<file path="src/design/vpa_pkg.sv">
// Shared types and constants for the variable partition allocator.
// Holds segment record layout, command/status/policy codes, controller
// states and the controller-to-datapath command and status types.
`timescale 1ns / 1ps
package vpa_pkg;

  localparam int ADDR_BITS       = 16;
  localparam int SIZE_BITS       = ADDR_BITS + 1;
  localparam int OWNER_BITS      = 8;
  localparam int MAP_ENTRIES_DEF = 16;

  localparam logic [1:0] CMD_INIT     = 2'd0;
  localparam logic [1:0] CMD_ALLOC    = 2'd1;
  localparam logic [1:0] CMD_RELEASE  = 2'd2;
  localparam logic [1:0] CMD_RESERVED = 2'd3;

  localparam logic [1:0] ST_OK       = 2'd0;
  localparam logic [1:0] ST_NOFIT    = 2'd1;
  localparam logic [1:0] ST_NOTFOUND = 2'd2;
  localparam logic [1:0] ST_FULL     = 2'd3;

  localparam logic [1:0] POL_FIRST = 2'd0;
  localparam logic [1:0] POL_BEST  = 2'd1;
  localparam logic [1:0] POL_WORST = 2'd2;
  localparam logic [1:0] POL_NEXT  = 2'd3;

  localparam logic CFG_FIT_POLICY = 1'b0;
  localparam logic CFG_MEM_SIZE   = 1'b1;

  typedef struct packed {
    logic [ADDR_BITS-1:0]  start;
    logic [ADDR_BITS-1:0]  stop;
    logic [SIZE_BITS-1:0]  size;
    logic [OWNER_BITS-1:0] owner;
  } seg_t;

  localparam int SEG_BITS = $bits(seg_t);

  typedef enum logic [2:0] {
    S_IDLE, S_DISPATCH, S_SCAN, S_DECIDE, S_MOVE, S_WRITE_A, S_WRITE_B, S_DONE
  } state_t;

  typedef enum logic [3:0] {
    OP_NONE, OP_LOAD, OP_INIT, OP_SCAN_START, OP_SCAN, OP_NOFIT, OP_FULL,
    OP_NOTFOUND, OP_OWNER, OP_MOVE_START, OP_MOVE, OP_WRITE_A, OP_WRITE_B,
    OP_PUBLISH
  } dp_op_t;

  typedef struct packed {
    logic [1:0] cmd;
    logic       scan_done;
    logic       move_done;
    logic       pick_ok;
    logic       pick_exact;
    logic       map_full;
    logic       found;
    logic       out_busy;
  } dp_stat_t;

endpackage

</file>
<file path="src/design/vpa_ram.sv">
// Generic single-write, single-read RAM with registered read data.
// Standalone; no package dependency.
`timescale 1ns / 1ps
module vpa_ram #(
  parameter int WIDTH = 8,
  parameter int DEPTH = 16
) (
  input  logic                     clk,
  input  logic                     we,
  input  logic [$clog2(DEPTH)-1:0] waddr,
  input  logic [WIDTH-1:0]         wdata,
  input  logic [$clog2(DEPTH)-1:0] raddr,
  output logic [WIDTH-1:0]         rdata
);
  logic [WIDTH-1:0] mem [DEPTH];

  always_ff @(posedge clk) begin
    if (we) begin
      mem[waddr] <= wdata;
    end
    rdata <= mem[raddr];
  end
endmodule

</file>
<file path="src/design/vpa_ctrl.sv">
// Command sequencer for the allocator: walks init, scan, split/merge moves.
// Depends on vpa_pkg for states, datapath ops and status struct.
`timescale 1ns / 1ps
module vpa_ctrl (
  input  logic               clk,
  input  logic               rst,
  input  logic               in_valid,
  output logic               in_ready,
  input  vpa_pkg::dp_stat_t  stat,
  output vpa_pkg::dp_op_t    op
);
  import vpa_pkg::*;

  state_t state, state_next;

  always_ff @(posedge clk) begin
    if (rst) begin
      state <= S_IDLE;
    end else begin
      state <= state_next;
    end
  end

  always_comb begin
    state_next = state;
    op         = OP_NONE;
    in_ready   = 1'b0;
    case (state)
      S_IDLE: begin
        in_ready = 1'b1;
        if (in_valid) begin
          op         = OP_LOAD;
          state_next = S_DISPATCH;
        end
      end
      S_DISPATCH: begin
        if (stat.cmd == CMD_INIT) begin
          op         = OP_INIT;
          state_next = S_DONE;
        end else if (stat.cmd == CMD_ALLOC || stat.cmd == CMD_RELEASE) begin
          op         = OP_SCAN_START;
          state_next = S_SCAN;
        end else begin
          state_next = S_DONE;
        end
      end
      S_SCAN: begin
        if (stat.scan_done) begin
          state_next = S_DECIDE;
        end else begin
          op = OP_SCAN;
        end
      end
      S_DECIDE: begin
        state_next = S_DONE;
        if (stat.cmd == CMD_ALLOC) begin
          if (!stat.pick_ok) begin
            op = OP_NOFIT;
          end else if (stat.pick_exact) begin
            op = OP_OWNER;
          end else if (stat.map_full) begin
            op = OP_FULL;
          end else begin
            op         = OP_MOVE_START;
            state_next = S_MOVE;
          end
        end else if (!stat.found) begin
          op = OP_NOTFOUND;
        end else begin
          op         = OP_MOVE_START;
          state_next = S_MOVE;
        end
      end
      S_MOVE: begin
        if (stat.move_done) begin
          state_next = S_WRITE_A;
        end else begin
          op = OP_MOVE;
        end
      end
      S_WRITE_A: begin
        op         = OP_WRITE_A;
        state_next = (stat.cmd == CMD_ALLOC) ? S_WRITE_B : S_DONE;
      end
      S_WRITE_B: begin
        op         = OP_WRITE_B;
        state_next = S_DONE;
      end
      S_DONE: begin
        if (!stat.out_busy) begin
          op         = OP_PUBLISH;
          state_next = S_IDLE;
        end
      end
      default: begin
        state_next = S_IDLE;
      end
    endcase
  end
endmodule

</file>
<file path="src/design/vpa_dp.sv">
// Allocator datapath: segment map RAM, scan trackers, move pipeline, result.
// Depends on vpa_pkg and vpa_ram.
`timescale 1ns / 1ps
module vpa_dp #(
  parameter int MAP_ENTRIES = vpa_pkg::MAP_ENTRIES_DEF
) (
  input  logic                               clk,
  input  logic                               rst,
  input  vpa_pkg::dp_op_t                    op,
  output vpa_pkg::dp_stat_t                  stat,
  input  logic [1:0]                         fit_policy,
  input  logic [vpa_pkg::SIZE_BITS-1:0]      mem_size,
  input  logic [1:0]                         command,
  input  logic [vpa_pkg::SIZE_BITS-1:0]      req_size,
  input  logic [vpa_pkg::OWNER_BITS-1:0]     owner_id,
  input  logic [vpa_pkg::ADDR_BITS-1:0]      scan_from,
  input  logic [vpa_pkg::ADDR_BITS-1:0]      block_start,
  input  logic [vpa_pkg::ADDR_BITS-1:0]      block_end,
  output logic                               out_valid,
  input  logic                               out_ready,
  output logic [vpa_pkg::ADDR_BITS-1:0]      out_start,
  output logic [vpa_pkg::ADDR_BITS-1:0]      out_end,
  output logic [vpa_pkg::SIZE_BITS-1:0]      out_size,
  output logic [vpa_pkg::OWNER_BITS-1:0]     out_owner,
  output logic [1:0]                         status,
  output logic [$clog2(MAP_ENTRIES+1)-1:0]   entry_count_out
);
  import vpa_pkg::*;

  localparam int IW = $clog2(MAP_ENTRIES);
  localparam int CW = $clog2(MAP_ENTRIES + 1);

  logic [1:0]            cmd_q;
  logic [SIZE_BITS-1:0]  req_q;
  logic [OWNER_BITS-1:0] own_q;
  logic [ADDR_BITS-1:0]  last_q, bs_q, be_q;

  logic [CW-1:0] cnt, iss, mv_left;
  logic          rv;
  logic [IW-1:0] ridx;

  logic          alt_ok, pk_ok, seen;
  logic [IW-1:0] alt_idx, pk_idx;
  seg_t          alt_seg, pk_seg;

  logic          found, need_next, nxt_ok;
  logic [IW-1:0] t_idx;
  seg_t          tgt, prev_seg, last_seg, nxt_seg;

  logic [IW-1:0] mv_src, pend_dst;
  logic          mv_down, pend;
  logic [1:0]    mv_rem;

  seg_t       res_seg;
  logic [1:0] res_st;

  logic                ram_we;
  logic [IW-1:0]       ram_waddr, ram_raddr;
  seg_t                ram_wdata;
  logic [SEG_BITS-1:0] ram_rdata;
  seg_t                rd_seg;

  vpa_ram #(.WIDTH(SEG_BITS), .DEPTH(MAP_ENTRIES)) u_map (
    .clk   (clk),
    .we    (ram_we),
    .waddr (ram_waddr),
    .wdata (ram_wdata),
    .raddr (ram_raddr),
    .rdata (ram_rdata)
  );

  assign rd_seg = seg_t'(ram_rdata);

  // Effective pick per policy; next fit falls back to the first fit overall.
  logic          sel_ok;
  logic [IW-1:0] sel_idx;
  seg_t          sel_seg;

  always_comb begin
    if (fit_policy == POL_FIRST || (fit_policy == POL_NEXT && !pk_ok)) begin
      sel_ok  = alt_ok;
      sel_idx = alt_idx;
      sel_seg = alt_seg;
    end else begin
      sel_ok  = pk_ok;
      sel_idx = pk_idx;
      sel_seg = pk_seg;
    end
  end

  logic          merge_l, merge_r;
  logic [IW-1:0] rel_base;
  logic [1:0]    rel_rem;
  seg_t          merged, a_seg, rem_seg, own_seg, init_seg;
  logic [SIZE_BITS-1:0] msz;

  always_comb begin
    merge_l  = (t_idx != '0) && (prev_seg.owner == '0);
    merge_r  = nxt_ok && (nxt_seg.owner == '0);
    rel_base = merge_l ? (t_idx - 1'b1) : t_idx;
    rel_rem  = {1'b0, merge_l} + {1'b0, merge_r};

    merged.start = merge_l ? prev_seg.start : tgt.start;
    merged.stop  = merge_r ? nxt_seg.stop : tgt.stop;
    merged.size  = SIZE_BITS'(tgt.size + (merge_l ? prev_seg.size : '0)
                              + (merge_r ? nxt_seg.size : '0));
    merged.owner = '0;

    a_seg.start = sel_seg.start;
    a_seg.stop  = ADDR_BITS'(sel_seg.start + req_q - 1'b1);
    a_seg.size  = req_q;
    a_seg.owner = own_q;

    rem_seg.start = ADDR_BITS'(sel_seg.start + req_q);
    rem_seg.stop  = sel_seg.stop;
    rem_seg.size  = SIZE_BITS'(sel_seg.size - req_q);
    rem_seg.owner = '0;

    own_seg       = sel_seg;
    own_seg.owner = own_q;

    // clamp the init size to [1, 2^ADDR_BITS]
    if (mem_size == '0) begin
      msz = SIZE_BITS'(1);
    end else if (mem_size > (SIZE_BITS'(1) << ADDR_BITS)) begin
      msz = SIZE_BITS'(1) << ADDR_BITS;
    end else begin
      msz = mem_size;
    end
    init_seg.start = '0;
    init_seg.stop  = ADDR_BITS'(msz - 1'b1);
    init_seg.size  = msz;
    init_seg.owner = '0;
  end

  // RAM port steering
  always_comb begin
    ram_raddr = (op == OP_MOVE) ? mv_src : iss[IW-1:0];
    ram_we    = 1'b0;
    ram_waddr = '0;
    ram_wdata = init_seg;
    case (op)
      OP_INIT: begin
        ram_we = 1'b1;
      end
      OP_MOVE: begin
        ram_we    = pend;
        ram_waddr = pend_dst;
        ram_wdata = rd_seg;
      end
      OP_OWNER: begin
        ram_we    = 1'b1;
        ram_waddr = sel_idx;
        ram_wdata = own_seg;
      end
      OP_WRITE_A: begin
        ram_we    = 1'b1;
        ram_waddr = (cmd_q == CMD_ALLOC) ? sel_idx : rel_base;
        ram_wdata = (cmd_q == CMD_ALLOC) ? a_seg : merged;
      end
      OP_WRITE_B: begin
        ram_we    = 1'b1;
        ram_waddr = sel_idx + 1'b1;
        ram_wdata = rem_seg;
      end
      default: begin
        ram_we = 1'b0;
      end
    endcase
  end

  logic e_fit, e_seen, e_match;

  always_comb begin
    e_fit   = (rd_seg.owner == '0) && (rd_seg.size >= req_q) && (req_q != '0);
    e_seen  = seen || (rd_seg.start >= last_q);
    e_match = (rd_seg.start == bs_q) && (rd_seg.stop == be_q) &&
              (rd_seg.size == req_q) && (rd_seg.owner == own_q);
  end

  always_comb begin
    stat.cmd        = cmd_q;
    stat.scan_done  = (iss == cnt) && !rv;
    stat.move_done  = (mv_left == '0) && !pend;
    stat.pick_ok    = sel_ok;
    stat.pick_exact = (sel_seg.size == req_q);
    stat.map_full   = (cnt >= CW'(MAP_ENTRIES));
    stat.found      = found;
    stat.out_busy   = out_valid && !out_ready;
  end

  always_ff @(posedge clk) begin
    if (rst) begin
      cnt       <= '0;
      iss       <= '0;
      rv        <= 1'b0;
      pend      <= 1'b0;
      mv_left   <= '0;
      found     <= 1'b0;
      need_next <= 1'b0;
      nxt_ok    <= 1'b0;
      alt_ok    <= 1'b0;
      pk_ok     <= 1'b0;
      seen      <= 1'b0;
      out_valid <= 1'b0;
    end else begin
      // Raise valid on publish, drop it once the beat is taken.
      if (op == OP_PUBLISH) begin
        out_valid <= 1'b1;
      end else if (out_valid && out_ready) begin
        out_valid <= 1'b0;
      end
      case (op)
        OP_LOAD: begin
          cmd_q   <= command;
          req_q   <= req_size;
          own_q   <= owner_id;
          last_q  <= scan_from;
          bs_q    <= block_start;
          be_q    <= block_end;
          res_seg <= '0;
          res_st  <= ST_OK;
        end
        OP_INIT: begin
          cnt <= CW'(1);
        end
        OP_SCAN_START: begin
          iss       <= '0;
          rv        <= 1'b0;
          alt_ok    <= 1'b0;
          pk_ok     <= 1'b0;
          seen      <= 1'b0;
          found     <= 1'b0;
          need_next <= 1'b0;
          nxt_ok    <= 1'b0;
        end
        OP_SCAN: begin
          rv <= (iss != cnt);
          if (iss != cnt) begin
            ridx <= iss[IW-1:0];
            iss  <= iss + 1'b1;
          end
          if (rv) begin
            last_seg <= rd_seg;
            seen     <= e_seen;
            if (e_fit && !alt_ok) begin
              alt_ok  <= 1'b1;
              alt_idx <= ridx;
              alt_seg <= rd_seg;
            end
            if (e_fit && ((fit_policy == POL_BEST &&
                           (!pk_ok || rd_seg.size < pk_seg.size)) ||
                          (fit_policy == POL_WORST &&
                           (!pk_ok || rd_seg.size > pk_seg.size)) ||
                          (fit_policy == POL_NEXT && e_seen && !pk_ok))) begin
              pk_ok  <= 1'b1;
              pk_idx <= ridx;
              pk_seg <= rd_seg;
            end
            if (e_match && !found) begin
              found     <= 1'b1;
              t_idx     <= ridx;
              tgt       <= rd_seg;
              prev_seg  <= last_seg;
              need_next <= 1'b1;
            end else if (need_next) begin
              nxt_seg   <= rd_seg;
              nxt_ok    <= 1'b1;
              need_next <= 1'b0;
            end
          end
        end
        OP_NOFIT: begin
          res_st <= ST_NOFIT;
        end
        OP_FULL: begin
          res_st <= ST_FULL;
        end
        OP_NOTFOUND: begin
          res_st <= ST_NOTFOUND;
        end
        OP_OWNER: begin
          res_seg <= own_seg;
        end
        OP_MOVE_START: begin
          pend <= 1'b0;
          if (cmd_q == CMD_ALLOC) begin
            mv_down <= 1'b1;
            mv_left <= cnt - CW'(sel_idx) - 1'b1;
            mv_src  <= IW'(cnt - 1'b1);
          end else begin
            mv_down <= 1'b0;
            mv_rem  <= rel_rem;
            mv_left <= cnt - CW'(rel_base) - CW'(rel_rem) - 1'b1;
            mv_src  <= IW'(CW'(rel_base) + CW'(rel_rem) + 1'b1);
          end
        end
        OP_MOVE: begin
          pend <= (mv_left != '0);
          if (mv_left != '0) begin
            pend_dst <= mv_down ? (mv_src + 1'b1) : (mv_src - IW'(mv_rem));
            mv_src   <= mv_down ? (mv_src - 1'b1) : (mv_src + 1'b1);
            mv_left  <= mv_left - 1'b1;
          end
        end
        OP_WRITE_A: begin
          if (cmd_q == CMD_ALLOC) begin
            res_seg <= a_seg;
          end else begin
            cnt <= cnt - CW'(rel_rem);
          end
        end
        OP_WRITE_B: begin
          cnt <= cnt + 1'b1;
        end
        OP_PUBLISH: begin
          out_start       <= res_seg.start;
          out_end         <= res_seg.stop;
          out_size        <= res_seg.size;
          out_owner       <= res_seg.owner;
          status          <= res_st;
          entry_count_out <= cnt;
        end
        default: begin
          rv <= rv;
        end
      endcase
    end
  end
endmodule

</file>
<file path="src/design/variable_partition_allocator.sv">
// Variable partition allocator: first/best/worst/next fit over a segment map.
// Per command, with N entries scanned and M shifted: init and the unused code
// skip the scan; no fit, exact fit, map full and release miss scan N entries;
// split and merge scan N entries, then shift M and write the result segments.
// One command in flight. Sync active-high reset empties the map, sets first
// fit and mem_size 2^16. Uses vpa_pkg, vpa_ctrl, vpa_dp, vpa_ram.
`timescale 1ns / 1ps
module variable_partition_allocator #(
  parameter int MAP_ENTRIES = vpa_pkg::MAP_ENTRIES_DEF
) (
  input  logic                               clk,
  input  logic                               rst,
  input  logic                               cfg_write,
  input  logic                               cfg_index,
  input  logic [vpa_pkg::SIZE_BITS-1:0]      cfg_data,
  input  logic                               in_valid,
  output logic                               in_ready,
  input  logic [1:0]                         command,
  input  logic [vpa_pkg::SIZE_BITS-1:0]      req_size,
  input  logic [vpa_pkg::OWNER_BITS-1:0]     owner_id,
  input  logic [vpa_pkg::ADDR_BITS-1:0]      scan_from,
  input  logic [vpa_pkg::ADDR_BITS-1:0]      block_start,
  input  logic [vpa_pkg::ADDR_BITS-1:0]      block_end,
  output logic                               out_valid,
  input  logic                               out_ready,
  output logic [vpa_pkg::ADDR_BITS-1:0]      out_start,
  output logic [vpa_pkg::ADDR_BITS-1:0]      out_end,
  output logic [vpa_pkg::SIZE_BITS-1:0]      out_size,
  output logic [vpa_pkg::OWNER_BITS-1:0]     out_owner,
  output logic [1:0]                         status,
  output logic [$clog2(MAP_ENTRIES+1)-1:0]   entry_count_out
);
  import vpa_pkg::*;

  localparam int CW = $clog2(MAP_ENTRIES + 1);

  logic [1:0]           fit_policy;
  logic [SIZE_BITS-1:0] mem_size;
  dp_op_t               op;
  dp_stat_t             stat;

  // Configuration registers: user must keep them written only while the block is idle; not enforced.
  always_ff @(posedge clk) begin
    if (rst) begin
      fit_policy <= POL_FIRST;
      mem_size   <= SIZE_BITS'(1) << ADDR_BITS;
    end else if (cfg_write) begin
      if (cfg_index == CFG_FIT_POLICY) begin
        fit_policy <= cfg_data[1:0];
      end else begin
        mem_size <= cfg_data;
      end
    end
  end

  // Sequencer: accepts one input beat, steps the datapath, publishes result.
  vpa_ctrl u_ctrl (
    .clk      (clk),
    .rst      (rst),
    .in_valid (in_valid),
    .in_ready (in_ready),
    .stat     (stat),
    .op       (op)
  );

  // Datapath: map RAM, fit trackers, merge/split moves and the output beat
  // register, which holds a finished result while the next command runs.
  vpa_dp #(.MAP_ENTRIES(MAP_ENTRIES)) u_dp (
    .clk             (clk),
    .rst             (rst),
    .op              (op),
    .stat            (stat),
    .fit_policy      (fit_policy),
    .mem_size        (mem_size),
    .command         (command),
    .req_size        (req_size),
    .owner_id        (owner_id),
    .scan_from       (scan_from),
    .block_start     (block_start),
    .block_end       (block_end),
    .out_valid       (out_valid),
    .out_ready       (out_ready),
    .out_start       (out_start),
    .out_end         (out_end),
    .out_size        (out_size),
    .out_owner       (out_owner),
    .status          (status),
    .entry_count_out (entry_count_out)
  );

  a_one_in_flight: assert property (@(posedge clk) disable iff (rst)
    (in_valid && in_ready) |=> !in_ready)
    else $error("second command taken while one is in flight");

  a_count_bound: assert property (@(posedge clk) disable iff (rst)
    out_valid |-> (entry_count_out <= CW'(MAP_ENTRIES)))
    else $error("entry count beyond map depth");

  a_full_clean: assert property (@(posedge clk) disable iff (rst)
    (out_valid && status == ST_FULL) |->
      (entry_count_out == CW'(MAP_ENTRIES) && out_size == '0))
    else $error("map full reported with room left or segment data");

  a_seg_shape: assert property (@(posedge clk) disable iff (rst)
    (out_valid && status == ST_OK && out_size != '0) |->
      (out_end == ADDR_BITS'(out_start + out_size - 1'b1)))
    else $error("allocated segment end does not match start and size");
endmodule
</file>
<file path="config.mk">
export PLATFORM = sky130hd
export DESIGN_NAME = variable_partition_allocator
export DESIGN_NICKNAME = d
export VERILOG_FILES = /design/src/design/vpa_pkg.sv /design/src/design/vpa_ram.sv /design/src/design/vpa_ctrl.sv /design/src/design/vpa_dp.sv /design/src/design/variable_partition_allocator.sv
export SDC_FILE = /design/constraint.sdc
export NUM_CORES = 2
export LEC_CHECK = 0
export BUFFER_PORTS_ARGS = -buffer_cell sky130_fd_sc_hd__buf_2
export CAP_MARGIN = 20
export CORE_MARGIN = 4
export CORE_UTILIZATION = 55
export DETAILED_ROUTE_END_ITERATION = 10
export PLACE_DENSITY = 0.8
export SLEW_MARGIN = 20
export SYNTH_ARGS = -nofsm -noshare
export SYNTH_HDL_FRONTEND = slang
export SYNTH_SLANG_ARGS = --single-unit
</file>
<file path="constraint.sdc">
create_clock -name clk -period 11.6 [get_ports clk]
set_input_delay 1.16 -clock clk [delete_from_list [all_inputs] [get_ports clk]]
set_output_delay 1.16 -clock clk [all_outputs]
set_load 0.1 [all_outputs]
</file>
==> impl_metrics.tcl <==
set metrics [dict create \
    synth-simple-area-share_pct 6.08 \
    hp-start "u_dp.last_seg[14]" \
    avgSynthCellArea_sq_um 16.2 \
    drt_first_pass_iters 8 \
    ys_warn_count 0 \
    power.density_nw_per_um2 200 \
    relSlewSlack_pct 21.4 \
    crit_arrival_ps 7200 \
    post-place-ws_ps 5000 \
    grt_pass1_vias 37100 \
    ir_drop_v 0.000162 \
    syn_nets 4107 \
    critPathLaunchType "flop" \
    clk_latency_ps 780 \
    swShare_pct 28.6 \
    start_util_pct 55.5 \
    cts.clk_slew.worst_paths_ps 60 \
    synth-compound-area-share_pct 6.86 \
    fmax_ghz 0.147 \
    postCtsSetupBuffers 0 \
    cts_tree "built" \
    cp_slowest_cell "buf_4" \
    grt_pass1_wl_um 250000 \
    worstMarginPinSlew_ps 1180 \
    worstPathCellList "nand3b_1 -> nand2_4 -> o21ai_0 -> ha_1 -> nand4_1 -> or2_0 -> or4_4 -> a2111oi_1 -> o32ai_2 -> or3_1 -> buf_4 -> o21ai_1 -> nand2_1 -> nor2_4 -> buf_4" \
    synth_top_family_by_area "multiplexers" \
    highest_layer "met4" \
    drt-met1-wl_um 61700 \
    cp_top_family "simple AND/OR/NAND/NOR gates" \
    cts_root_buf "clkbuf_16" \
    yosys.area_share.adder_pct 3.38 \
    final_nets 4348 \
    pwr-share-seq_pct 50.3 \
    io_buffers 163 \
    crit_type "reg2reg" \
    clkPwrFrac_pct 34.4 \
    synth_enable_flop_cells 1407 \
    setup_tns_ps 0 \
    seq_area_sq_um 44300 \
    synth.area.mux_share_pct 9.12 \
    hp-class "reg2reg" \
    slew_viol_final 0 \
    gp_congestion 1.04 \
    synth.distinct_cells 93 \
    synthFlopType "edfxtp_1" \
    ys_seq_area_share_pct 70.8 \
    internal_power_mw 10.1 \
    ios 164 \
    yosysTopAreaCellShare_pct 67.5 \
    grt_max_degree 98 \
    status "completed" \
    drt_iter0_markers 5597 \
    hpwl_um 102000 \
    multi_input_area_sq_um 17300 \
    p_leak_nw 24.8 \
    grt-ovfl-total 0 \
    numCtsBuffers 150 \
    period_needed_ps 6820 \
    fillers 7582 \
    row_count 123 \
    critPathBufInv 2 \
    drc 0 \
    final_cell_mix "edfxtp_1 (1407), nand2_1 (347), mux4_2 (228), inv_1 (165), buf_2 (164)" \
    grt.total_usage_pct 28.4 \
    die_h_um 345 \
    rr_startpoint "fit_policy[0]" \
    die_area_sq_um 119000 \
    cts_htree_levels 4 \
    met2RoutedLength_um 78300 \
    synth-seq-cells 1510 \
    ctsHoldBuffers 0 \
    wire_per_inst_um 30.0 \
    cts-resized-gates 0 \
    clock-sinks 1510 \
    crit_fanout 41 \
    synth_xor_area_share_pct 1.67 \
    setup_slack_ps 4780 \
    fp.dieW_um 345 \
    crit_path_max_incr_delay_ps 790 \
    startpoint "fit_policy[0]" \
    final_common_cell "edfxtp_1" \
    final_core_util_pct 62.6 \
    wl_met3_um 22000 \
    synth_async_sr_flop_share_pct 0 \
    netlist.top_cell.by_area "edfxtp_1" \
    p_sw_mw 4.03 \
    drv_cap 0 \
    hold_viol 0 \
    cp_data_required_time_ps 11980 \
    period_share_pct 58.8 \
    cp_common_cell "buf_4" \
    cts_max_path_buffers 3 \
    totalWireLength_um 172000 \
    drive_gt1_share_pct 18.9 \
    viasPerCell 6.55 \
    netlist_top_cells_area "edfxtp_1 (67%), mux4_2 (8.2%), dfxtp_1 (3.3%)" \
    finalSetupViolCount 0 \
    combPwrFrac_pct 15.3 \
    antenna_found_initial 9 \
    drtAntennaViolNets 0 \
    dr_total_vias 37500 \
    core_area_sq_um 113000 \
    clock_skew_ps 39.0 \
    area_growth_pct 12.8 \
    synth_area_sq_um 62600 \
    syn_inst 3855 \
    rsz0062_at_grt "false" \
    crit_path_end_kind "flop" \
]
-- cell type report --
class,count,share of cell area (%)
Tap cell,1500,2.66
Clock buffer,189,5.74
Timing Repair Buffer,260,2.26
Inverter,168,0.894
Multi-Input combinational cell,2006,24.5
Clock inverter,91,1.25
Sequential cell,1510,62.7
Antenna cell,2,0.00708
-- Yosys cell counts (35+ instances only) --
library cell  count
a211oi_1         73
a21oi_1         152
a31oi_1          74
and2_1           63
buf_1            35
clkbuf_1        102
dfxtp_1         103
edfxtp_1       1407
ha_1            129
inv_1           166
mux2i_1          50
mux4_2          228
nand2_1         349
nor2_1          146
nor3_1           41
o21ai_0         112
xnor2_1          64
xor2_1           53
-- power by group through the flow --
stage               registers, mW  logic, mW  clock network, mW
detailed placement           7.17       2.07                  0
CTS                          7.07       2.11               4.90
floorplan                    6.96       1.30                  0
finish                       7.10       2.17               4.85
global route                 7.11       2.30               5.14
global placement             7.15       2.01                  0
-- registers in the layout (all words and copies together) (netlist names), 8 cells and up --
name	count
u_dp.u_map.mem	912
u_dp.res_seg	57
u_dp.u_map.rdata	57
u_dp.alt_seg	49
u_dp.pk_seg	49
u_dp.tgt	49
u_dp.last_seg	41
u_dp.nxt_seg	41
u_dp.prev_seg	41
mem_size	17
u_dp.out_size	17
u_dp.req_q	17
u_dp.be_q	16
u_dp.bs_q	16
u_dp.last_q	16
u_dp.out_end	16
u_dp.out_start	16
u_dp.out_owner	8
u_dp.own_q	8
-- cells by family (layout without fill, tap and decap cells) --
family | after synthesis | in the layout
XOR/XNOR | 118 | 118
buffers and inverters | 339 | 708
multiplexers | 285 | 285
AO/OA/AOI/OAI | 644 | 644
other | 0 | 2
flip-flops | 1510 | 1510
adder cells (fa/ha/maj) | 154 | 154
AND/OR/NAND/NOR | 805 | 805
-- worst paths after layout --
check	end	slack, ps	depth (start not counted)
setup reg to reg	u_dp.u_map.mem[7][15]	4780	15
setup / recovery	u_dp.u_map.mem[7][15]	4780	15
hold / removal	u_dp.prev_seg[14]	410	0
hold reg to reg	u_dp.prev_seg[14]	410	0
-- routing by layer --
| metal | vias to the layer above | global-route usage (%) |
|---|---|---|
| met5 | - | 0 |
| li1 | 15500 | - |
| met1 | 18800 | 38.4 |
| met3 | 513 | 8.07 |
| met4 | 0 | 13.5 |
| met2 | 2701 | 43.0 |
-- stage by stage --
stage | cell area (sq um) | cells | hold slack, ps | power [mW]
6_report | 70700 | 5726 | 406 | 14.1
5_1_grt | 70700 | 5724 | 421 | 14.5
2_1_floorplan | 62600 | 3855 | 400 | 8.26
3_5_place_dp | 65600 | 5441 | 405 | 9.24
3_3_place_gp | 65600 | 5438 | 400 | 9.16
4_1_cts | 70600 | 5721 | 407 | 14.1
No activity file was read; power rests on OpenSTA's default activity.
